==> src/rtl/hpgm_pkg.sv <==
// hpgm_pkg: shared types and constants for the hit pattern group matcher
// no dependencies; imported by every module under rtl
package hpgm_pkg;

   localparam int unsigned HASH_W      = 16;
   localparam int unsigned GROUP_W     = 6;
   localparam int unsigned LAYER_W     = 3;
   localparam int unsigned CFG_W       = 4;
   localparam int unsigned LAYER_LIMIT = 8;
   localparam int unsigned ACTION_W    = 2;
   localparam int unsigned CSR_INDEX_W = 2;

   // transaction action codes, code 3 is ignored
   localparam logic [ACTION_W-1:0] ACT_LOAD = 2'd0;
   localparam logic [ACTION_W-1:0] ACT_HIT  = 2'd1;
   localparam logic [ACTION_W-1:0] ACT_EOE  = 2'd2;

   // register indexes
   localparam logic [CSR_INDEX_W-1:0] CSR_REQUIRED = 2'd0;
   localparam logic [CSR_INDEX_W-1:0] CSR_LAYERS   = 2'd1;

   localparam logic [CFG_W-1:0] REQUIRED_RESET = 4'd7;
   localparam logic [CFG_W-1:0] LAYERS_RESET   = 4'd8;

   // broadcast from the input side to every cell
   typedef struct packed {
      logic               hit;
      logic               load;
      logic [HASH_W-1:0]  hash;
      logic [GROUP_W-1:0] group;
      logic [LAYER_W-1:0] layer;
      logic               wild;
   } bcast_type;

   // match settings shared by all cells
   typedef struct packed {
      logic [CFG_W-1:0]       required;
      logic [LAYER_LIMIT-1:0] used_mask;
   } match_cfg_type;

   // readout status seen by the top level
   typedef struct packed {
      logic busy;
      logic pend_valid;
   } rd_status_type;

   typedef enum logic [2:0] {
      RD_IDLE  = 3'b001,
      RD_SCAN  = 3'b010,
      RD_FLUSH = 3'b100
   } rd_state_type;

endpackage

==> src/rtl/hpgm_readout.sv <==
// hpgm_readout: walks the flag chain and drives the result register
// depends on hpgm_pkg
module hpgm_readout
   import hpgm_pkg::*;
#(
   parameter int unsigned NUM_GROUPS = 64
) (
   input  logic               clock,
   input  logic               reset,
   input  logic               capture,
   input  logic               head_flag,
   output logic               shift,
   output rd_status_type      status,
   output logic               rsp_valid,
   input  logic               rsp_ready,
   output logic [GROUP_W-1:0] rsp_group_index,
   output logic               rsp_found,
   output logic               rsp_last
);

   localparam logic [GROUP_W-1:0] LAST_IDX = GROUP_W'(NUM_GROUPS - 1);

   rd_state_type       state_ff, state_in;
   logic [GROUP_W-1:0] idx_ff, idx_in;
   logic               pend_valid_ff, pend_valid_in;
   logic [GROUP_W-1:0] pend_idx_ff, pend_idx_in;
   logic               rsp_valid_ff, rsp_valid_in;
   logic [GROUP_W-1:0] rsp_idx_ff, rsp_idx_in;
   logic               rsp_found_ff, rsp_found_in;
   logic               rsp_last_ff, rsp_last_in;
   logic               rsp_free;
   logic               emit;

   assign rsp_free = !rsp_valid_ff || rsp_ready;

   always_comb begin
      state_in      = state_ff;
      idx_in        = idx_ff;
      pend_valid_in = pend_valid_ff;
      pend_idx_in   = pend_idx_ff;
      rsp_idx_in    = rsp_idx_ff;
      rsp_found_in  = rsp_found_ff;
      rsp_last_in   = rsp_last_ff;
      shift         = 1'b0;
      emit          = 1'b0;
      case (state_ff)
         RD_IDLE: begin
            if (capture) begin
               state_in      = RD_SCAN;
               idx_in        = '0;
               pend_valid_in = 1'b0;
            end
         end
         RD_SCAN: begin
            // a new match can only pass an older one once it has gone out
            if (!(head_flag && pend_valid_ff && !rsp_free)) begin
               shift  = 1'b1;
               idx_in = idx_ff + 1'b1;
               if (head_flag) begin
                  if (pend_valid_ff) begin
                     emit         = 1'b1;
                     rsp_idx_in   = pend_idx_ff;
                     rsp_found_in = 1'b1;
                     rsp_last_in  = 1'b0;
                  end
                  pend_valid_in = 1'b1;
                  pend_idx_in   = idx_ff;
               end
               if (idx_ff == LAST_IDX) begin
                  state_in = RD_FLUSH;
               end
            end
         end
         RD_FLUSH: begin
            if (rsp_free) begin
               emit          = 1'b1;
               rsp_idx_in    = pend_valid_ff ? pend_idx_ff : '0;
               rsp_found_in  = pend_valid_ff;
               rsp_last_in   = 1'b1;
               pend_valid_in = 1'b0;
               state_in      = RD_IDLE;
            end
         end
         default: begin
            state_in = RD_IDLE;
         end
      endcase
      rsp_valid_in = emit || (rsp_valid_ff && !rsp_ready);
   end

   always_ff @(posedge clock) begin
      if (reset) begin
         state_ff      <= RD_IDLE;
         pend_valid_ff <= 1'b0;
         rsp_valid_ff  <= 1'b0;
      end else begin
         state_ff      <= state_in;
         pend_valid_ff <= pend_valid_in;
         rsp_valid_ff  <= rsp_valid_in;
      end
   end

   always_ff @(posedge clock) begin
      idx_ff       <= idx_in;
      pend_idx_ff  <= pend_idx_in;
      rsp_idx_ff   <= rsp_idx_in;
      rsp_found_ff <= rsp_found_in;
      rsp_last_ff  <= rsp_last_in;
   end

   assign status.busy       = (state_ff != RD_IDLE);
   assign status.pend_valid = pend_valid_ff;
   assign rsp_valid         = rsp_valid_ff;
   assign rsp_group_index   = rsp_idx_ff;
   assign rsp_found         = rsp_found_ff;
   assign rsp_last          = rsp_last_ff;

endmodule
==> config.mk <==
export PLATFORM = sky130hd
export DESIGN_NAME = hpgm_readout
export DESIGN_NICKNAME = d
export VERILOG_FILES = /design/src/rtl/hpgm_pkg.sv /design/src/rtl/hpgm_readout.sv
export SDC_FILE = /design/constraint.sdc
export NUM_CORES = 1
export LEC_CHECK = 0
export BUFFER_PORTS_ARGS = -buffer_cell sky130_fd_sc_hd__clkbuf_2
export CORE_MARGIN = 1
export CORE_UTILIZATION = 54
export DETAILED_ROUTE_END_ITERATION = 7
export PLACE_DENSITY = 0.79
export SLEW_MARGIN = 0
export SYNTH_ARGS = -nofsm -noshare
export SYNTH_HDL_FRONTEND = slang
export SYNTH_SLANG_ARGS = --single-unit
==> constraint.sdc <==
create_clock -name clock -period 2.1 [get_ports clock]
set_input_delay 0.42 -clock clock [delete_from_list [all_inputs] [get_ports clock]]
set_output_delay 0.42 -clock clock [all_outputs]
set_load 0.005 [all_outputs]
==> flow_summary.ini, run 1 <==
[place]
place.gp.congestion = 0.695
place_area_um2 = 1180
dp_hpwl_um = 1180
place.port_buffers = 16

[synth]
synthFlopType = edfxtp_1
synth_edf_count = 20
ys_async_sr_fraction_pct = 0
ys_warn_count = 0
synth-seq-cells = 25
yosysMostFrequentCell = edfxtp_1
synth_cells = 87
syn-num-nets = 93
yosysSeqAreaShare_pct = 64.5
synthTopCellsByArea = edfxtp_1, dfxtp_1, nor2b_1
synth_area_um2 = 1090
syn_avg_cell_area_um2 = 12.5
synth_cell_types = 31
yosysTopAreaCell = edfxtp_1
synth_commonest_cells = edfxtp_1, nor2b_1, inv_1
yosysTopAreaCellShare_pct = 55.3

[cts]
h-tree-depth = 1
clkLatencyLatePin_ps = 310
cts_sinks = 25
clock_path_buffers = 2
tritoncts = done
clk_pin_slew_ps = 130
clock-root-buffer = clkbuf_4
cts_hold_buf = 0
cts_buffers = 3

[die]
start_util_pct = 60.3
fp.dieW_um = 46.8
io_pins = 17
placementRows = 15
die_h_um = 46.8
core_area_um2 = 1800
dieArea_um2 = 2190

[power]
total_power_mw = 0.842
ir_drop_mv = 0.483
powerDensity_nw_per_um2 = 696
leakagePower_nw = 0.478

[timing]
worst_clock_skew_ps = 4.57
slew_headroom_pct = 60.9
fmax_mhz = 534
finalCriticalPeriod_ps = 1870
tightest_slew_ps = 584
fin_tns_setup_ps = 0
setup_violations = 0
finalHoldViolations = 0
slew_viol_final = 0
period_share_pct = 89.3
rsz0062_at_grt = no

[critical_path]
cp_cell_sequence = nor3b_2, nand2_1, inv_1, clkbuf_2
crit_path_start_kind = flip-flop
cpPeakStageDelay_ps = 490
regToRegSetupSlack_ps = 470
crit_family = flip-flops
crit_path_end = shift
rr_worst_depth = 3
worstPathArrival_ps = 1450
path_max_fanout = 9
cp.buffers_inverters = 2
criticalPathCategory = flip-flop to output port
r2r-start = state_ff[2]$_SDFFE_PP0P_
crit_slowest_cell = dfxtp_1
crit_cells = 4
r2r_end = rsp_group_index[0]$_DFFE_PP_
crit_start = state_ff[1]$_SDFFE_PP0P_
worstPathRequired_ps = 1680
end_kind = output port

[cells_and_area]
diodes = 0
drive_above_1_share_pct = 23.1
syn_to_final_growth_pct = 11.4
fin_util_pct = 67.2
nets = 111
fin_area_um2 = 1210

[min_path]
hp-class = input port to flip-flop

[grt]
use_met1_pct = 24.4
track_usage_pct = 18.2
grt_pass1_vias = 592
grt_max_degree = 15
grt-ovfl-total = 0
grt_pass1_wl_um = 2680
antenna_found_initial = 0
grt_use_met2_pct = 28.1
gr-usage-met3_pct = 3.46
grt.busiest_layer = met2

[detailed_routing]
drc = 0
wire_per_inst_um = 12.4
ant_nets = 0
post_drt_via_cell_ratio = 5.48
drt_wl_total_um = 1600
drtPass1Iterations = 4
route.vias.total = 707
drt_iter0_drc = 17

[flow_run]
cap_violations = 0

[outcome]
status = finished, final reports clean
-- layout by cell type (no fill, tap or decap), drive strengths merged, types with 3 or more instances in the layout --
cell	n
nor2b	8
nor2	6
o21ai	3
a21oi	4
dfxtp	5
inv	7
edfxtp	20
nand2	5
nor3b	3
clkbuf	19
-- worst register-to-register path, stage by stage (launching register included) --
cell and delay (ps):
dfxtp_1 530, and2b_1 170, o21ai_0 110, nor2_1 470
-- how the worst min path moves through the flow --
stage / startpoint / to / slack [ps] / cells past startpoint
after global routing: reset / rsp_valid$_SDFF_PP0_ / 320 / 2
final: reset / state_ff[2]$_SDFFE_PP0P_ / 330 / 2
after global placement: idx_ff[1]$_SDFFCE_PP0P_ / pend_idx_ff[1]$_DFFE_PP_ / 480 / 0
after detailed placement: idx_ff[1]$_SDFFCE_PP0P_ / pend_idx_ff[1]$_DFFE_PP_ / 500 / 0
after floorplan: idx_ff[1]$_SDFFCE_PP0P_ / pend_idx_ff[1]$_DFFE_PP_ / 450 / 0
after CTS: reset / state_ff[2]$_SDFFE_PP0P_ / 320 / 2
-- per-layer routing --
metal,up-vias,share of wire [%]
li1,347,-
met1,331,43
met2,27,50
met3,2,5.1
met4,0,1.0
met5,-,0
-- power by group --
group	leakage, nW	total (mW)	internal (mW)	switching, mW
Clock	0.0177	0.205	0.0712	0.134
Combinational	0.235	0.0619	0.0284	0.0335
Sequential	0.226	0.574	0.554	0.0205
-- final cells by class --
type	instances	area, um^2
flip-flops and latches	25	701
fillers	146	592
multi-input cells	52	344
repair buffers	16	80.1
well taps	25	31.3
inverters	7	26.3
clock buffers	3	22.5
clock inverters	1	5.00
-- state kept, by name, summed over array words and instances, names as in the netlist --
register and cells:
idx_ff 6, pend_idx_ff 6, pend_valid_ff 1, rsp_found 1
rsp_group_index 6, rsp_last 1, rsp_valid 1, state_ff 3
-- stage by stage --
step	setup WS (ps)	instances	hold WS (ps)
floorplan	618	87	454
global placement	490	125	475
detailed placement	392	125	500
CTS	31.2	129	324
global route	52.6	129	320
finish	226	129	333
-- logic make-up after synthesis --
family                     Yosys count  share of synthesized area, %
adders and majority gates            1                          1.15
DFF                                 25                          64.5
and+or+nand+nor                     35                          19.9
xor gates and xnor gates             3                          2.42
AOI/OAI and AO/OA                   13                          7.72
buffers and inverters               10                          4.26
-- timing repair --
action | CTS | global route
endpoints found under the setup margin | 0 | 1
setup buffers | 0 | 0
gates resized for setup | 0 | 1
(Power assumes the default switching activity.)
==> run 2: changes to the inputs <==
- PLACE_DENSITY: 0.79 -> 0.86
- TNS_END_PERCENT: unset -> 100
==> run 2 against run 1 <==
Compared with the run above: cell area decreased by 0.52%; clock skew decreased by 3.6 ps; wire length increased by 3.9%; non-clock buffer count unchanged; utilization decreased by 0.35 points; first-iteration DRC count increased by 24%; combinational power decreased by 1%; critical path type unchanged.
==> flow_summary.ini, run 2 (synthesis results as in run 1) <==
[grt]
track_usage_pct = 18.7
grt_pass1_vias = 598
grt_pass1_wl_um = 2680
grt_max_degree = 14
grt-ovfl-total = 0
antenna_found_initial = 0

[power]
leakagePower_nw = 0.474
ir_drop_mv = 0.576
powerDensity_nw_per_um2 = 699

[detailed_routing]
wire_per_inst_um = 12.9
route.vias.total = 697
post_drt_via_cell_ratio = 5.40
drt_wl_total_um = 1660
drtPass1Iterations = 4
drc = 0
drt_iter0_drc = 21
ant_nets = 0

[cells_and_area]
diodes = 0
layout_commonest_cell = edfxtp_1
fin_cells = 129
drive_above_1_share_pct = 21.2
syn_to_final_growth_pct = 10.8
final_cell_mix = edfxtp_1, clkbuf_2, nor2b_1, inv_1
nets = 111

[place]
dp_cells = 125
dp_hpwl_um = 1200
place.port_buffers = 16
place.gp.congestion = 0.757

[min_path]
hp-start = reset
hp-class = input port to flip-flop
whs_endpoint = state_ff[2]$_SDFFE_PP0P_
whs_path_depth = 2

[critical_path]
regToRegSetupSlack_ps = 440
crit_slowest_cell = nor3b_1
cp.buffers_inverters = 2
cpPeakStageDelay_ps = 500
criticalPathCategory = flip-flop to output port
worstPathArrival_ps = 1590
r2r-start = state_ff[1]$_SDFFE_PP0P_
path_max_fanout = 9
r2r_end = pend_idx_ff[4]$_DFFE_PP_
worstPathRequired_ps = 1680
rr_worst_depth = 2
crit_path_start_kind = flip-flop
cp_cell_sequence = nor3b_1, nand2_1, inv_1, clkbuf_2
crit_family = simple AND/OR/NAND/NOR gates
end_kind = output port

[timing]
fmax_mhz = 497
finalHoldViolations = 0
slew_headroom_pct = 61.4
setup_violations = 0
rsz0062_at_grt = no
period_share_pct = 95.9
tightest_slew_ps = 577
finalCriticalPeriod_ps = 2010
worst_clock_skew_ps = 0.985
fin_tns_setup_ps = 0
slew_viol_final = 0

[die]
dieArea_um2 = 2190
die_h_um = 46.8
placementRows = 15
fp.dieW_um = 46.8
io_pins = 17
core_area_um2 = 1800
start_util_pct = 60.3

[cts]
h-tree-depth = 1
cts_sinks = 25
cts_buffers = 3
clk_pin_slew_ps = 120
clock-root-buffer = clkbuf_4
tritoncts = done
post_cts_buffers = 0
cts-resized-gates = 0
cts_hold_buf = 0
clock_path_buffers = 2
clkLatencyLatePin_ps = 310

[flow_run]
cap_violations = 0

[outcome]
status = finished, final reports clean
-- run 2: changes by cell type in the layout (fill, tap and decap cells not counted) --
| cell | change |
|---|---|
| nor3b_2 | -1 |
| clkinv_2 | -1 |
| clkbuf_1 | +1 |
| nor3b_1 | +1 |
-- run 2: metrics by stage --
stage | setup WS [ps] | util [%] | instance area [um^2] | hold slack, ps | power (mW)
global route | 4.98 | 66.8 | 1200 | 342 | 0.872
global placement | 469 | 65.3 | 1180 | 476 | 0.641
finish | 86.5 | 66.8 | 1200 | 342 | 0.841
detailed placement | 437 | 65.3 | 1180 | 475 | 0.644
CTS | 92.0 | 66.8 | 1200 | 322 | 0.847
floorplan | 618 | - | 1090 | 454 | 0.622
-- run 2: how the worst max path moves through the flow --
stage / from / to / slack (ps) / cells past startpoint
6_report: state_ff[1]$_SDFFE_PP0P_ / shift / 90 / 4
5_1_grt: state_ff[1]$_SDFFE_PP0P_ / shift / 5 / 4
4_1_cts: state_ff[1]$_SDFFE_PP0P_ / shift / 90 / 4
3_5_place_dp: head_flag / rsp_group_index[4]$_DFFE_PP_ / 440 / 4
3_3_place_gp: state_ff[1]$_SDFFE_PP0P_ / shift / 470 / 4
2_1_floorplan: state_ff[2]$_SDFFE_PP0P_ / rsp_found$_SDFFCE_PP1P_ / 620 / 4
-- run 2: report_power, final --
group	switching [mW]	internal (mW)
registers	0.0198	0.554
logic	0.0330	0.0279
clock network	0.132	0.0743
total	0.185	0.656
-- run 2: layout make-up --
type | instances | area [um^2]
clock buffers | 4 | 26.3
fillers | 146 | 598
inverters | 7 | 26.3
multi-input cells | 52 | 339
flip-flops and latches | 25 | 701
well taps | 25 | 31.3
repair buffers | 16 | 80.1
-- run 2: layer usage --
layer	part of all wire [%]	routed length (um)	track usage [%]
met5	0	0	0
met4	4.2	70	16.0
met3	4.1	68	3.46
met2	48	789	28.1
met1	44	733	23.2
==> run 3: changes to the inputs <==
- SETUP_SLACK_MARGIN: unset -> 0.5
- TNS_END_PERCENT: 100 -> 1
==> run 3 against run 2 <==
Compared with the run above: die area stayed put; sequential cell count unchanged; fmax is 22% higher; setup slack improved by 360 ps; hold slack worse by 11 ps; sequential share of layout area fell by 1.4 points; global-route usage down 0.081 points; largest cell class unchanged.
==> flow_summary.ini, run 3 (synthesis results as in run 1) <==
[outcome]
status = finished, final reports clean

[timing]
slew_viol_final = 0
worst_clock_skew_ps = 9.74
setup_violations = 0
finalHoldViolations = 0
slew_headroom_pct = 74.4
fin_tns_setup_ps = 0
rsz0062_at_grt = yes
worst_slack_ps = 449
tightest_slew_ps = 384
fmax_mhz = 606
finalCriticalPeriod_ps = 1650
hold_ws_ps = 331
period_share_pct = 78.6

[critical_path]
worstPathArrival_ps = 1230
crit_family = flip-flops
worstPathRequired_ps = 1680
cp_cell_sequence = nor3b_4, nand2_1, inv_1, clkbuf_2
cpPeakStageDelay_ps = 440
r2r_end = rsp_group_index[0]$_DFFE_PP_
criticalPathCategory = flip-flop to output port
r2r-start = state_ff[2]$_SDFFE_PP0P_
end_kind = output port
rr_worst_depth = 3
crit_path_start_kind = flip-flop
regToRegSetupSlack_ps = 640
cp.buffers_inverters = 2
path_max_fanout = 9
crit_slowest_cell = dfxtp_2

[cts]
tritoncts = done
cts_hold_buf = 0
cts_sinks = 25
cts_buffers = 3
clock_path_buffers = 2
clk_pin_slew_ps = 130
clkLatencyLatePin_ps = 320
h-tree-depth = 1
clock-root-buffer = clkbuf_4

[cells_and_area]
diodes = 0
nets = 112
drive_above_1_share_pct = 28.6
fin_util_pct = 68.9
syn_to_final_growth_pct = 14.3
layout_commonest_cell = edfxtp_1
final_cell_mix = edfxtp_1, clkbuf_2, nor2b_1, inv_1, nand2_1
fin_area_um2 = 1240

[die]
fp.dieW_um = 46.8
dieArea_um2 = 2190
io_pins = 17
core_area_um2 = 1800
die_h_um = 46.8
placementRows = 15
start_util_pct = 60.3

[grt]
grt_use_met2_pct = 28.6
use_met1_pct = 22.7
antenna_found_initial = 0
grt-ovfl-total = 0
grt.busiest_layer = met2
gr-usage-met3_pct = 3.46
grt_pass1_wl_um = 2670
grt_pass1_vias = 607
grt_max_degree = 14
track_usage_pct = 18.6

[place]
dp_hpwl_um = 1200
place_area_um2 = 1180
pre_cts_slack_ps = 437
place.port_buffers = 16
place.gp.congestion = 0.757

[min_path]
whs_endpoint = rsp_valid$_SDFF_PP0_
hp-class = input port to flip-flop
whs_path_depth = 2
hp-start = reset

[power]
leakagePower_nw = 0.487
powerDensity_nw_per_um2 = 685
ir_drop_mv = 0.565

[detailed_routing]
drtPass1Iterations = 4
drt_wl_total_um = 1650
post_drt_via_cell_ratio = 5.41
wire_per_inst_um = 12.7
route.vias.total = 703
ant_nets = 0
drc = 0
drt_iter0_drc = 26

[flow_run]
cap_violations = 0
[run 3: cell count changes in the layout (fill, tap and decap cells not counted), sizes merged]
cell and delta:
buf +1
[run 3: through the flow]
step / cells / total power, mW
after global routing: 130 / 0.882
final: 130 / 0.850
after CTS: 130 / 0.857
after detailed placement: 125 / 0.644
after global placement: 125 / 0.641
after floorplan: 87 / 0.622
[run 3: cell type report]
| type | instances | area [um^2] |
|---|---|---|
| clock buffers | 4 | 26.3 |
| multi-input cells | 52 | 364 |
| repair buffers | 17 | 87.6 |
| inverters | 7 | 26.3 |
| fillers | 135 | 561 |
| well taps | 25 | 31.3 |
| flip-flops and latches | 25 | 706 |
[run 3: report_power, final]
part / leakage [nW] / internal (mW) / switching [mW]
clock network: 0.0150 / 0.0743 / 0.131
logic: 0.245 / 0.0342 / 0.0336
registers: 0.227 / 0.555 / 0.0223
total: 0.487 / 0.663 / 0.187
[run 3: worst max-delay path by stage]
stage | from | endpoint | slack, ps | depth (start not counted)
after detailed placement | head_flag | rsp_group_index[4]$_DFFE_PP_ | 440 | 4
after CTS | state_ff[1]$_SDFFE_PP0P_ | shift | 460 | 4
after floorplan | state_ff[2]$_SDFFE_PP0P_ | rsp_found$_SDFFCE_PP1P_ | 620 | 4
after global placement | state_ff[1]$_SDFFE_PP0P_ | shift | 470 | 4
after global routing | state_ff[1]$_SDFFE_PP0P_ | shift | 390 | 4
final | state_ff[1]$_SDFFE_PP0P_ | shift | 450 | 4
[run 3: routing by layer]
metal  vias to the layer above  share of wire (%)  wire [um]
li1                        350                  -          -
met5                         -                  0          0
met2                        23                 47        782
met3                         6                4.7         77
met4                         0                3.9         65
met1                       324                 44        727
[run 3: worst register-to-register path, stage by stage, from the launching register on]
cell and delay (ps):
dfxtp_2 470, or3b_1 430, nor2_2 240, nor2b_1 100
[run 3: timing repair]
action                     in CTS  in global routing
resized for setup               8                  1
setup buffers                   1                  0
setup endpoints to repair      22                 10
