`src/rtl/hpgm_pkg.sv`:
```
// hpgm_pkg: shared types and constants for the hit pattern group matcher
// no dependencies; imported by every module under rtl
package hpgm_pkg;

   localparam int unsigned HASH_W      = 16;
   localparam int unsigned GROUP_W     = 6;
   localparam int unsigned LAYER_W     = 3;
   localparam int unsigned CFG_W       = 4;
   localparam int unsigned LAYER_LIMIT = 8;
   localparam int unsigned ACTION_W    = 2;
   localparam int unsigned CSR_INDEX_W = 2;

   // transaction action codes, code 3 is ignored
   localparam logic [ACTION_W-1:0] ACT_LOAD = 2'd0;
   localparam logic [ACTION_W-1:0] ACT_HIT  = 2'd1;
   localparam logic [ACTION_W-1:0] ACT_EOE  = 2'd2;

   // register indexes
   localparam logic [CSR_INDEX_W-1:0] CSR_REQUIRED = 2'd0;
   localparam logic [CSR_INDEX_W-1:0] CSR_LAYERS   = 2'd1;

   localparam logic [CFG_W-1:0] REQUIRED_RESET = 4'd7;
   localparam logic [CFG_W-1:0] LAYERS_RESET   = 4'd8;

   // broadcast from the input side to every cell
   typedef struct packed {
      logic               hit;
      logic               load;
      logic [HASH_W-1:0]  hash;
      logic [GROUP_W-1:0] group;
      logic [LAYER_W-1:0] layer;
      logic               wild;
   } bcast_type;

   // match settings shared by all cells
   typedef struct packed {
      logic [CFG_W-1:0]       required;
      logic [LAYER_LIMIT-1:0] used_mask;
   } match_cfg_type;

   // readout status seen by the top level
   typedef struct packed {
      logic busy;
      logic pend_valid;
   } rd_status_type;

   typedef enum logic [2:0] {
      RD_IDLE  = 3'b001,
      RD_SCAN  = 3'b010,
      RD_FLUSH = 3'b100
   } rd_state_type;

endpackage

```
`src/rtl/hpgm_cell.sv`:
```
// hpgm_cell: one pattern group, its layer words, hit marks and readout flag
// depends on hpgm_pkg
module hpgm_cell
   import hpgm_pkg::*;
#(
   parameter int unsigned CELL_IDX   = 0,
   parameter int unsigned MAX_LAYERS = 8
) (
   input  logic          clock,
   input  logic          reset,
   input  bcast_type     bcast,
   input  match_cfg_type cfg,
   input  logic          capture,
   input  logic          shift,
   input  logic          flag_next,
   output logic          flag
);

   logic [HASH_W-1:0]     hash_ff [MAX_LAYERS];
   logic [MAX_LAYERS-1:0] wild_ff;
   logic [MAX_LAYERS-1:0] marks_ff, marks_in;
   logic [MAX_LAYERS-1:0] wr_vec, hit_vec, layer_ok;
   logic                  sel_group;
   logic [CFG_W-1:0]      count;
   logic                  match;
   logic                  flag_ff, flag_in;

   assign sel_group = (bcast.group == GROUP_W'(CELL_IDX));

   always_comb begin
      for (int l = 0; l < MAX_LAYERS; l++) begin
         wr_vec[l]   = bcast.load && sel_group && (bcast.layer == LAYER_W'(l));
         hit_vec[l]  = bcast.hit && !wild_ff[l] && (hash_ff[l] == bcast.hash);
         layer_ok[l] = cfg.used_mask[l] && (wild_ff[l] || marks_ff[l]);
      end
   end

   // matched layer count
   always_comb begin
      count = '0;
      for (int l = 0; l < MAX_LAYERS; l++) begin
         count = count + CFG_W'(layer_ok[l]);
      end
   end

   assign match    = (count >= cfg.required);
   assign marks_in = capture ? '0 : ((marks_ff | hit_vec) & ~wr_vec);
   assign flag_in  = capture ? match : (shift ? flag_next : flag_ff);

   always_ff @(posedge clock) begin
      for (int l = 0; l < MAX_LAYERS; l++) begin
         if (wr_vec[l]) begin
            hash_ff[l] <= bcast.hash;
            wild_ff[l] <= bcast.wild;
         end
      end
   end

   always_ff @(posedge clock) begin
      if (reset) begin
         marks_ff <= '0;
         flag_ff  <= 1'b0;
      end else begin
         marks_ff <= marks_in;
         flag_ff  <= flag_in;
      end
   end

   assign flag = flag_ff;

endmodule

```
`config.mk`:
```
export PLATFORM = sky130hd
export DESIGN_NAME = hpgm_cell
export DESIGN_NICKNAME = d
export VERILOG_FILES = /design/src/rtl/hpgm_pkg.sv /design/src/rtl/hpgm_cell.sv
export SDC_FILE = /design/constraint.sdc
export NUM_CORES = 1
export LEC_CHECK = 0
export BUFFER_PORTS_ARGS = -buffer_cell sky130_fd_sc_hd__buf_2
export CELL_PAD_IN_SITES_DETAIL_PLACEMENT = 1
export CELL_PAD_IN_SITES_GLOBAL_PLACEMENT = 1
export CORE_ASPECT_RATIO = 0.75
export CORE_UTILIZATION = 30
export DETAILED_ROUTE_END_ITERATION = 6
export HOLD_SLACK_MARGIN = 0.08
export MAX_ROUTING_LAYER = met4
export PLACE_DENSITY = 0.51
export SKIP_CTS_REPAIR_TIMING = 1
export SYNTH_ARGS = -nofsm -noshare
export SYNTH_HDL_FRONTEND = slang
export SYNTH_SLANG_ARGS = --single-unit
export TNS_END_PERCENT = 1
```
`constraint.sdc`:
```
create_clock -name clock -period 10.9 [get_ports clock]
set_clock_uncertainty 0.2 [all_clocks]
set_input_delay 2.18 -clock clock [delete_from_list [all_inputs] [get_ports clock]]
set_output_delay 2.18 -clock clock [all_outputs]
set_load 0.05 [all_outputs]
```
==> metrics.md, run 1 <==
| Metric | Value |
|---|---|
| Worst skew pair latency | `0.43 ns` |
| Input/output buffers | `45` |
| Clk root buf | `clkbuf_16` |
| Number of synthesized flops with an enable pin | `136` |
| Wire per inst | `19.27 um` |
| CP top delay family | `adder cells` |
| Area delta synth->final | `18.25%` |
| Hold Path Origin | `marks_ff[5]` |
| Leakage power | `about 2.6 nW` |
| DP HPWL | `9355 um` |
| Max Freq | `around 190 MHz` |
| Initial antenna violation count | `0` |
| DR vias/cell | `between 4 and 5` |
| Ys async rst share | `0` |
| Crit path DAT | `around 5.5 ns` |
| I/O pin total | `46` |
| Cells after Synth | `406` |
| Reg-to-Reg Start | `wild_ff[3]` |
| Max_cap viols | `0` |
| Post-route ant nets | `0` |
| Unrepaired setup endpoints after global routing | `no` |
| Hold Path Class | `flip-flop to flip-flop` |
| Final setup vio count | `0` |
| Hold WS | `about 0.25 ns` |
| CTS tree | `yes` |
| 1st-pass router iterations | `4` |
| Final Hold Fails | `0` |
| Worst vdd ir | `0.00008507 V` |
| Fin. max-slew vios | `0` |
| # rows | `45` |
| TritonCTS Buffers | `17` |
| Share of cells above drive strength 1 | `0.1966` |
| Ant diodes | `0` |
| Max_slew headroom | `0.2673` |
| Worst setup path category | `primary input to flip-flop` |
| CP max-delay cell | `fa_1` |
| Grt ovf | `0` |
| Tcrit/Tclk final | `0.4915` |
| Worst Path Required | `11.00 ns` |
| Routed WL | `14,550 um` |
| Reg clk slew, reported paths | `0.06 ns` |
| Synthesized cell area | `~6300 sq um` |
| H-tree depth | `4` |
| Largest stage delay on the critical path | `between 0.5 and 0.6 ns` |
| Post-route DRC violation count | `0` |
| Die W | `170.0 um` |
| GP Congestion | `0.7210` |
| Ys Warns | `0` |
| Largest net degree at the start of global routing | `19` |
| Starting Density | `0.3097` |
| Worst-path maximum fanout | `2` |
| Crit-path most repeated cell | `fa_1` |
| CTS Buffer Depth | `2` |
| Worst path buffer plus inverter count | `2` |
| Syn avg cell area | `15.63 sq um` |
| Power Dens Cells | `176.0 nW/um^2` |
| Clock sinks | `145` |
| Sequential area share after synthesis | `0.6718` |
| Worst slew pin tran | `1.098 ns` |
| Critical-path cell list | `buf_2, o21ai_0, fa_1, fa_1, inv_1, fa_1, ha_1, fa_1, ha_1, a21o_1, a21o_1, a21oi_1, a211oi_1` |
| Layout Nets | `~520` |
| Core ar. | `~20,000 sq um` |
| Worst Setup End Kind | `flip-flop` |
| Full die area | `21,750 sq um` |
| DR vias | `3,381` |
| Total Routing Usage GR | `0.1488` |
| Syn_nets | `462` |
| Post-layout min period | `between 5 and 6 ns` |
| Initial drt markers | `198` |
| Die extent in y | `128.0 um` |
| Critical path launch point type | `primary input` |
| CP startpoint | `cfg[3]` |
| # fillers | `2,126` |
| Synth Flop Type | `edfxtp_1` |
| Distinct cells, synth | `35` |
| Flops & latches, synth | `145` |
| First-pass GRT wire length | `22,020 um` |
| Status | `complete, no violations` |
| Final setup TNS | `0 ns` |
| Vias in the first global route | `around 3,600` |
registers in the layout, summed over array words and instances (netlist names):
name / cells
hash_ff: 128
marks_ff: 8
wild_ff: 8
flag: 1
per-stage QoR:
stage	cell area, sq um	utilization	std cells	setup WS, ns	power, mW
2_1_floorplan	6347	-	406	5.377	0.6648
3_3_place_gp	6854	0.3344	723	5.128	0.6908
3_5_place_dp	6854	0.3344	723	5.063	0.6929
4_1_cts	7506	0.3662	755	5.510	1.336
5_1_grt	7506	0.3662	755	5.409	1.361
6_report	7506	0.3662	755	5.543	1.321
placed cells by master (no fill, tap or decap), types with 3 or more instances in the layout:
master      instances
a21oi_1             3
buf_2              45
o21a_1              3
dfxtp_1             9
clkbuf_16          17
nor2b_1             8
clkinvlp_4          4
xor2_1            103
ha_1                7
nand4_1             8
nand3_1             7
xnor2_1            25
buf_4               7
nand2_1             9
bufinv_16           5
inv_1               7
nor2_1              5
fa_1                4
o21ai_0             5
edfxtp_1          136
nand2b_1            3
clkinv_2            3
nor4_1             22
o41ai_1             6
path summary, 6_finish.rpt:
path / endpoint / slack, ns / cells past startpoint
max reg2reg: flag / 6.87 / 12
min reg2reg: marks_ff[5] / 0.25 / 2
min: marks_ff[5] / 0.25 / 2
max: flag / 5.54 / 13
layer usage:
layer,routed length (um),vias to the layer above,track usage
met3,409,12,0.03550
met4,155,0,0.04769
met2,6201,50,0.2109
met1,7781,1736,0.2085
met5,0,-,-
li1,-,1583,-
cell usage after synthesis (7+ instances only):
cell,n,area share
nor4_1,22,0.022
ha_1,7,0.014
inv_1,7,0.0041
nand2_1,9,0.0053
nand4_1,8,0.0079
edfxtp_1,136,0.64
nor2b_1,8,0.0079
buf_6,8,0.014
buf_2,7,0.0055
nand3_1,7,0.0055
dfxtp_1,9,0.028
xor2_1,103,0.14
xnor2_1,25,0.034
area by class of cell:
| cell class | count | area [sq um] | area share |
|---|---|---|---|
| clock buffers | 18 | 439.2 | 0.05851 |
| flip-flops and latches | 145 | 4264 | 0.5681 |
| inverters | 7 | 26.28 | 0.003501 |
| repair buffers | 52 | 277.8 | 0.03701 |
| clock inverters | 14 | 212.7 | 0.02834 |
| multi-input cells | 237 | 1933 | 0.2575 |
| well taps | 282 | 352.8 | 0.04701 |
worst register-to-register path, stage by stage, from the launching register on:
cell      delay [ns]
edfxtp_1        0.40
o21ai_0         0.28
fa_1            0.48
fa_1            0.51
inv_1           0.05
fa_1            0.43
ha_1            0.24
fa_1            0.54
ha_1            0.22
a21o_1          0.15
a21o_1          0.18
a21oi_1         0.15
a211oi_1        0.08
kinds of logic (layout without fill, tap and decap cells):
group / after synthesis / after routing / share of synthesized area
and+or+nand+nor: 75 / 75 / 0.07274
adders and majority gates: 11 / 11 / 0.02641
AOI/OAI and AO/OA: 22 / 22 / 0.02424
DFF: 145 / 145 / 0.6718
xor gates and xnor gates: 129 / 129 / 0.1792
buffers and inverters: 24 / 91 / 0.02563
where the power goes:
part	internal [mW]	switching [mW]	total (mW)
Sequential	0.609	0.000352	0.609
Clock	0.411	0.231	0.642
Combinational	0.0250	0.0447	0.0697
Note: power is estimated with default switching activity, not from simulation.
==> inputs of run 2 (changes only) <==
==> constraint.sdc (replaced) <==
create_clock -name clock -period 4.95 [get_ports clock]
set_clock_uncertainty 0.2 [all_clocks]
set_input_delay 0.99 -clock clock [delete_from_list [all_inputs] [get_ports clock]]
set_output_delay 0.99 -clock clock [all_outputs]
set_load 0.05 [all_outputs]
==> run 2 against run 1 <==
Against the previous run: hold slack improved by 0.011 ns; clock power is 110% higher; global-route usage barely moved; utilization is 0.21 points lower; largest power group is now registers; highest routed layer unchanged.
==> metrics.md, run 2 (same netlist as run 1, synthesis figures left out) <==
| Metric | Value |
|---|---|
| Final Hold Fails | `0 (unchanged)` |
| 1st-pass router iterations | `4 (unchanged)` |
| Gate power share | `0.054 (was 0.053)` |
| Max_slew headroom | `0.5645 (was 0.2673)` |
| Full die area | `21,750 sq um (unchanged)` |
| Sw Ratio | `0.2078 (was 0.2091)` |
| Clk pwr share | `0.469 (was 0.486)` |
| Worst-path maximum fanout | `2 (unchanged)` |
| Initial drt markers | `156 (was 198)` |
| Input/output buffers | `45 (unchanged)` |
| Worst Path Required | `5.05 ns (was 11.00 ns)` |
| Area delta synth->final | `17.56% (was 18.25%)` |
| Crit-path most repeated cell | `fa_1 (unchanged)` |
| Tcrit/Tclk final | `0.8435` |
| DR vias/cell | `4.462 (was 4.478)` |
| H-tree depth | `4 (unchanged)` |
| Hold Path Class | `flip-flop to flip-flop (unchanged)` |
| Fin area | `7462 sq um (was 7506 sq um)` |
| Critical-path cell list | `buf_2, o21ai_0, fa_1, fa_1, inv_1, fa_1, ha_1, fa_1, ha_1, a21o_1, a21o_1, a21oi_1, a211oi_1 (unchanged)` |
| Post-route DRC violation count | `0 (unchanged)` |
| Area occupied by multi-input gates | `1933 sq um (unchanged)` |
| Ant diodes | `0 (unchanged)` |
| Largest net degree at the start of global routing | `19 (unchanged)` |
| Critical path launch point type | `primary input (unchanged)` |
| Die extent in y | `128.0 um (unchanged)` |
| Most flop-heavy register | `hash_ff (unchanged)` |
| Reg clk slew, reported paths | `0.06 ns (about the same)` |
| # fillers | `2,160 (was 2,126)` |
| Worst Setup End Kind | `flip-flop (unchanged)` |
| Max Freq | `239.5 MHz` |
| Final setup vio count | `0 (unchanged)` |
| GP Congestion | `0.7425 (was 0.7210)` |
| DR vias | `3,373 (was 3,381)` |
| CTS tree | `yes (unchanged)` |
| Worst skew pair latency | `0.42 ns (was 0.43 ns)` |
| Initial antenna violation count | `0 (unchanged)` |
| WL met3 | `432 um (was 409 um)` |
| Max_cap viols | `0 (unchanged)` |
| Share of cells above drive strength 1 | `0.1878 (was 0.1966)` |
| Flop pwr share | `0.477 (was 0.461)` |
| Die W | `170.0 um (unchanged)` |
| Register Area | `4264 sq um (unchanged)` |
| Reg2Reg Setup Slack | `0.93 ns (was 6.87 ns)` |
| Unrepaired setup endpoints after global routing | `no (unchanged)` |
| Grt ovf | `0 (unchanged)` |
| Worst setup path category | `primary input to flip-flop (unchanged)` |
| Worst vdd ir | `0.0002121 V (was 0.00008507 V)` |
| Total Routing Usage GR | `0.1489 (was 0.1488)` |
| I/O pin total | `46 (unchanged)` |
| Layout Nets | `517 (was 516)` |
| Worst slew pin tran | `0.6508 ns (was 1.098 ns)` |
| Core ar. | `20,490 sq um (unchanged)` |
| CTS Buffer Depth | `2 (unchanged)` |
| Crit path DAT | `4.28 ns (was 5.46 ns)` |
| TritonCTS Buffers | `17 (unchanged)` |
| First-pass GRT wire length | `22,160 um (was 22,020 um)` |
| Biggest regs | `hash_ff: 128 flops, marks_ff: 8 flops, wild_ff: 8 flops (unchanged)` |
| # rows | `45 (unchanged)` |
| Final design utilization | `0.3641 (was 0.3662)` |
| Most frequent cells in the layout | `edfxtp_1, xor2_1, buf_2 (unchanged)` |
| Leakage power | `2.569 nW (was 2.578 nW)` |
| Fin. max-slew vios | `0 (unchanged)` |
| Starting Density | `0.3097 (unchanged)` |
| DP HPWL | `9239 um (was 9355 um)` |
| Status | `complete, no violations (unchanged)` |
| Clk root buf | `clkbuf_16 (unchanged)` |
| Area after DPL | `6862 sq um (was 6854 sq um)` |
| Power Dens Cells | `377.2 nW/um^2 (was 176.0 nW/um^2)` |
| Clock sinks | `145 (unchanged)` |
| Routed WL | `14,500 um (was 14,550 um)` |
| Final setup TNS | `0 ns (unchanged)` |
| Metal2 WL | `6310 um (was 6201 um)` |
| WL met1 | `7597 um (was 7781 um)` |
| Post-layout min period | `4.175 ns` |
| Most common cell after layout, fill and taps aside | `edfxtp_1 (unchanged)` |
| Post-route ant nets | `0 (unchanged)` |
| Cell Int Power | `2.230 mW (was 1.045 mW)` |
| P_sw | `0.5849 mW (was 0.2763 mW)` |
| Top sig layer | `met4 (unchanged)` |
| Largest stage delay on the critical path | `0.55 ns (was 0.54 ns)` |
| Vias in the first global route | `3,528 (was 3,598)` |
| Largest register FFs | `128 (unchanged)` |
| CP max-delay cell | `fa_1 (unchanged)` |
| Wire per inst | `19.17 um (was 19.27 um)` |
[run 2: final timing paths]
path,start,end,cells after the start
max,cfg[3],flag,13
min,marks_ff[5],marks_ff[5],2
max reg2reg,wild_ff[3],flag,12
min reg2reg,marks_ff[5],marks_ff[5],2
[run 2: power groups by stage]
stage	Combinational [mW]	Clock (mW)	Sequential [mW]
2_1_floorplan	0.0934	0	1.37
6_report	0.152	1.32	1.34
4_1_cts	0.159	1.36	1.34
5_1_grt	0.171	1.40	1.34
3_3_place_gp	0.153	0	1.37
3_5_place_dp	0.158	0	1.37
[run 2: stage by stage]
step	hold WS, ns	cells	worst slack [ns]	power [mW]
finish	0.2648	756	0.7748	2.815
global route	0.2858	756	0.6292	2.917
CTS	0.2642	756	0.7610	2.861
detailed placement	0.2558	724	0.3225	1.526
global placement	0.2492	724	0.3636	1.521
floorplan	0.2283	406	0.6172	1.464
[run 2: cell type report]
class,count,share of cell area
Clock inverter,13,0.02247
Sequential cell,145,0.5714
Tap cell,282,0.04728
Clock buffer,19,0.05801
Inverter,7,0.003521
Timing Repair Buffer,53,0.03823
Multi-Input combinational cell,237,0.2591
[run 2: metal layers]
metal / global-route usage / vias to the layer above
met3: 0.03520 / 12
met2: 0.2138 / 54
li1: - / 1584
met4: 0.04928 / 0
met1: 0.2059 / 1723
met5: - / -
[run 2: worst max-delay path: cells and delay by family]
| kind | cells | cell delay, ns |
|---|---|---|
| buffers and inverters | 2 | 0.12 |
| adders and majority gates | 6 | 2.49 |
| AOI/OAI and AO/OA | 5 | 0.67 |
==> inputs of run 3 (changes only) <==
--- a/config.mk
+++ b/config.mk
@@ -13,7 +13,7 @@
 export DETAILED_ROUTE_END_ITERATION = 6
 export HOLD_SLACK_MARGIN = 0.08
 export MAX_ROUTING_LAYER = met4
-export PLACE_DENSITY = 0.51
+export PLACE_DENSITY = 0.52
 export SKIP_CTS_REPAIR_TIMING = 1
 export SYNTH_ARGS = -nofsm -noshare
 export SYNTH_HDL_FRONTEND = slang
==> constraint.sdc (replaced) <==
create_clock -name clock -period 3.6 [get_ports clock]
set_clock_uncertainty 0.2 [all_clocks]
set_input_delay 0.72 -clock clock [delete_from_list [all_inputs] [get_ports clock]]
set_output_delay 0.72 -clock clock [all_outputs]
set_load 0.05 [all_outputs]
==> run 3 against run 2 <==
Against the previous run: the run now ends with setup timing left; global-route usage fell by 0.11 points; register-to-register slack worse by 1.2 ns; utilization up 0.66 points; sequential cell count did not move; via count rose by 2.6%; sequential share of layout area shrank 1.0 points; routed wire length is 0.61% lower; count of clock-buffer cells in the layout stayed put; combinational power up 45%; design area grew 1.8%; hold slack got worse by 0.013 ns; largest cell class unchanged; highest routed layer unchanged.
==> metrics.md, run 3 (same netlist as run 1, synthesis figures left out) <==
| Metric | Value |
|---|---|
| Max_cap viols | `0 (unchanged)` |
| Initial drt markers | `206 (was 156)` |
| CTS Buffer Depth | `2 (unchanged)` |
| Largest stage delay on the critical path | `0.53 ns (was 0.55 ns)` |
| Final design utilization | `0.3707 (was 0.3641)` |
| Share of cells above drive strength 1 | `0.2378 (was 0.1878)` |
| Unrepaired setup endpoints after global routing | `yes (was no)` |
| Tcrit/Tclk final | `1.086` |
| Reg clk slew, reported paths | `0.06 ns (about the same)` |
| Full die area | `21,750 sq um (unchanged)` |
| Worst skew pair latency | `0.41 ns (was 0.42 ns)` |
| H-tree depth | `4 (unchanged)` |
| Fin. max-slew vios | `0 (unchanged)` |
| Clock sinks | `145 (unchanged)` |
| Most frequent cells in the layout | `edfxtp_1, xor2_1, buf_2 (unchanged)` |
| Crit path DAT | `4.00 ns (was 4.28 ns)` |
| Area occupied by multi-input gates | `1963 sq um (was 1933 sq um)` |
| Initial antenna violation count | `0 (unchanged)` |
| GP Congestion | `0.7331 (was 0.7425)` |
| I/O pin total | `46 (unchanged)` |
| Hold Path Class | `flip-flop to flip-flop (unchanged)` |
| PnR worst setup slack | `-0.3095 ns (was 0.7748 ns)` |
| DR vias | `3,460 (was 3,373)` |
| Critical-path cell list | `o21ai_4, fa_2, fa_1, inv_2, fa_1, ha_2, fa_1, ha_1, a21o_1, a21o_1, a21oi_2, a211oi_1 (was buf_2, o21ai_0, fa_1, fa_1, inv_1, fa_1, ha_1, fa_1, ha_1, a21o_1, a21o_1, a21oi_1, a211oi_1)` |
| # fillers | `2,131 (was 2,160)` |
| Register Area | `4264 sq um (unchanged)` |
| Max Freq | `around 260 MHz` |
| # rows | `45 (unchanged)` |
| Wire per inst | `18.61 um (was 19.17 um)` |
| Input/output buffers | `45 (unchanged)` |
| Worst-path maximum fanout | `2 (unchanged)` |
| DP HPWL | `9572 um (was 9239 um)` |
| Cell Int Power | `2.947 mW (was 2.230 mW)` |
| CP max-delay cell | `fa_1 (unchanged)` |
| Status | `finished with violations (was complete, no violations)` |
| Area delta synth->final | `19.69% (was 17.56%)` |
| Final setup TNS | `-0.3095 ns (was 0 ns)` |
| Max_slew headroom | `0.6324 (was 0.5645)` |
| Post-route DRC violation count | `0 (unchanged)` |
| Worst path buffer plus inverter count | `1 (was 2)` |
| CP top delay family | `adder cells (unchanged)` |
| Worst setup path category | `flip-flop to flip-flop (was primary input to flip-flop)` |
| 1st-pass router iterations | `6 (was 4)` |
| Sw Ratio | `0.2204 (was 0.2078)` |
| Crit-path most repeated cell | `fa_1 (unchanged)` |
| CTS tree | `yes (unchanged)` |
| Worst slew pin tran | `0.5514 ns (was 0.6508 ns)` |
| Gate power share | `0.058 (was 0.054)` |
| P_sw | `0.8334 mW (was 0.5849 mW)` |
| Routed WL | `14,410 um (was 14,500 um)` |
| Worst Setup End Kind | `flip-flop (unchanged)` |
| Largest net degree at the start of global routing | `19 (unchanged)` |
| Most common cell after layout, fill and taps aside | `edfxtp_1 (unchanged)` |
| Core ar. | `20,490 sq um (unchanged)` |
| TritonCTS Buffers | `17 (unchanged)` |
| First-pass GRT wire length | `22,360 um (was 22,160 um)` |
| Die W | `170.0 um (unchanged)` |
| Failing checks | `setup timing` |
| DR vias/cell | `4.470 (was 4.462)` |
| Vias in the first global route | `3,629 (was 3,528)` |
| Leakage power | `2.630 nW (was 2.569 nW)` |
| Grt ovf | `0 (unchanged)` |
| Worst vdd ir | `0.0003727 V (was 0.0002121 V)` |
| Layout Nets | `535 (was 517)` |
| Clk pwr share | `0.454 (was 0.469)` |
| Post-route ant nets | `0 (unchanged)` |
| Setup WS pre-CTS | `-0.7290 ns (was 0.3225 ns)` |
| Ant diodes | `0 (unchanged)` |
| Critical path launch point type | `flip-flop (was primary input)` |
| Die extent in y | `128.0 um (unchanged)` |
| Final setup vio count | `1 (was 0)` |
| Largest register FFs | `128 (unchanged)` |
| Post-layout min period | `around 3.9 ns` |
| Flop pwr share | `0.488 (was 0.477)` |
| Starting Density | `0.3097 (unchanged)` |
| Worst Path Required | `3.69 ns (was 5.05 ns)` |
| Final Hold Fails | `0 (unchanged)` |
| Clk root buf | `clkbuf_16 (unchanged)` |
| Total Routing Usage GR | `0.1478 (was 0.1489)` |
| Biggest regs | `hash_ff: 128 flops, marks_ff: 8 flops, wild_ff: 8 flops (unchanged)` |
| Most flop-heavy register | `hash_ff (unchanged)` |
| Power Dens Cells | `497.6 nW/um^2 (was 377.2 nW/um^2)` |
[run 3: worst register-to-register path: stages (launching register included)]
cell      delay (ns)
edfxtp_1        0.43
o21ai_4         0.14
fa_2            0.49
fa_1            0.54
inv_2           0.04
fa_1            0.50
ha_2            0.19
fa_1            0.42
ha_1            0.31
a21o_1          0.18
a21o_1          0.16
a21oi_2         0.13
a211oi_1        0.08
[run 3: metal layers]
layer / part of all wire / track usage
met5: 0 / -
met2: 0.43 / 0.2131
met3: 0.024 / 0.02624
met4: 0.010 / 0.04452
met1: 0.53 / 0.2110
[run 3: metrics by stage]
| stage | cell area [sq um] | hold WS (ns) | cells | total power, mW |
|---|---|---|---|---|
| after global placement | 6994 | 0.2390 | 739 | 2.099 |
| after floorplan | 6365 | 0.2283 | 406 | 2.014 |
| after detailed placement | 6994 | 0.2436 | 739 | 2.105 |
| final | 7597 | 0.2516 | 774 | 3.781 |
| after CTS | 7565 | 0.2521 | 771 | 3.826 |
| after global routing | 7597 | 0.2721 | 774 | 3.922 |
[run 3: power groups by stage]
stage | Combinational (mW) | Sequential (mW) | Clock [mW]
after floorplan | 0.130 | 1.88 | 0
after global placement | 0.218 | 1.88 | 0
after detailed placement | 0.224 | 1.88 | 0
after CTS | 0.226 | 1.84 | 1.76
after global routing | 0.246 | 1.84 | 1.83
final | 0.221 | 1.84 | 1.72
[run 3: final timing paths]
kind / start / to / slack (ns) / depth (start not counted)
setup / recovery: wild_ff[0] / flag / -0.31 / 12
hold / removal: marks_ff[5] / marks_ff[5] / 0.25 / 2
setup reg to reg: wild_ff[0] / flag / -0.31 / 12
hold reg to reg: marks_ff[5] / marks_ff[5] / 0.25 / 2
[run 3: cell type report]
class	count	area share
Timing Repair Buffer	71	0.05534
Sequential cell	145	0.5613
Multi-Input combinational cell	237	0.2584
Clock inverter	13	0.01812
Tap cell	282	0.04644
Clock buffer	19	0.05698
Inverter	7	0.003458
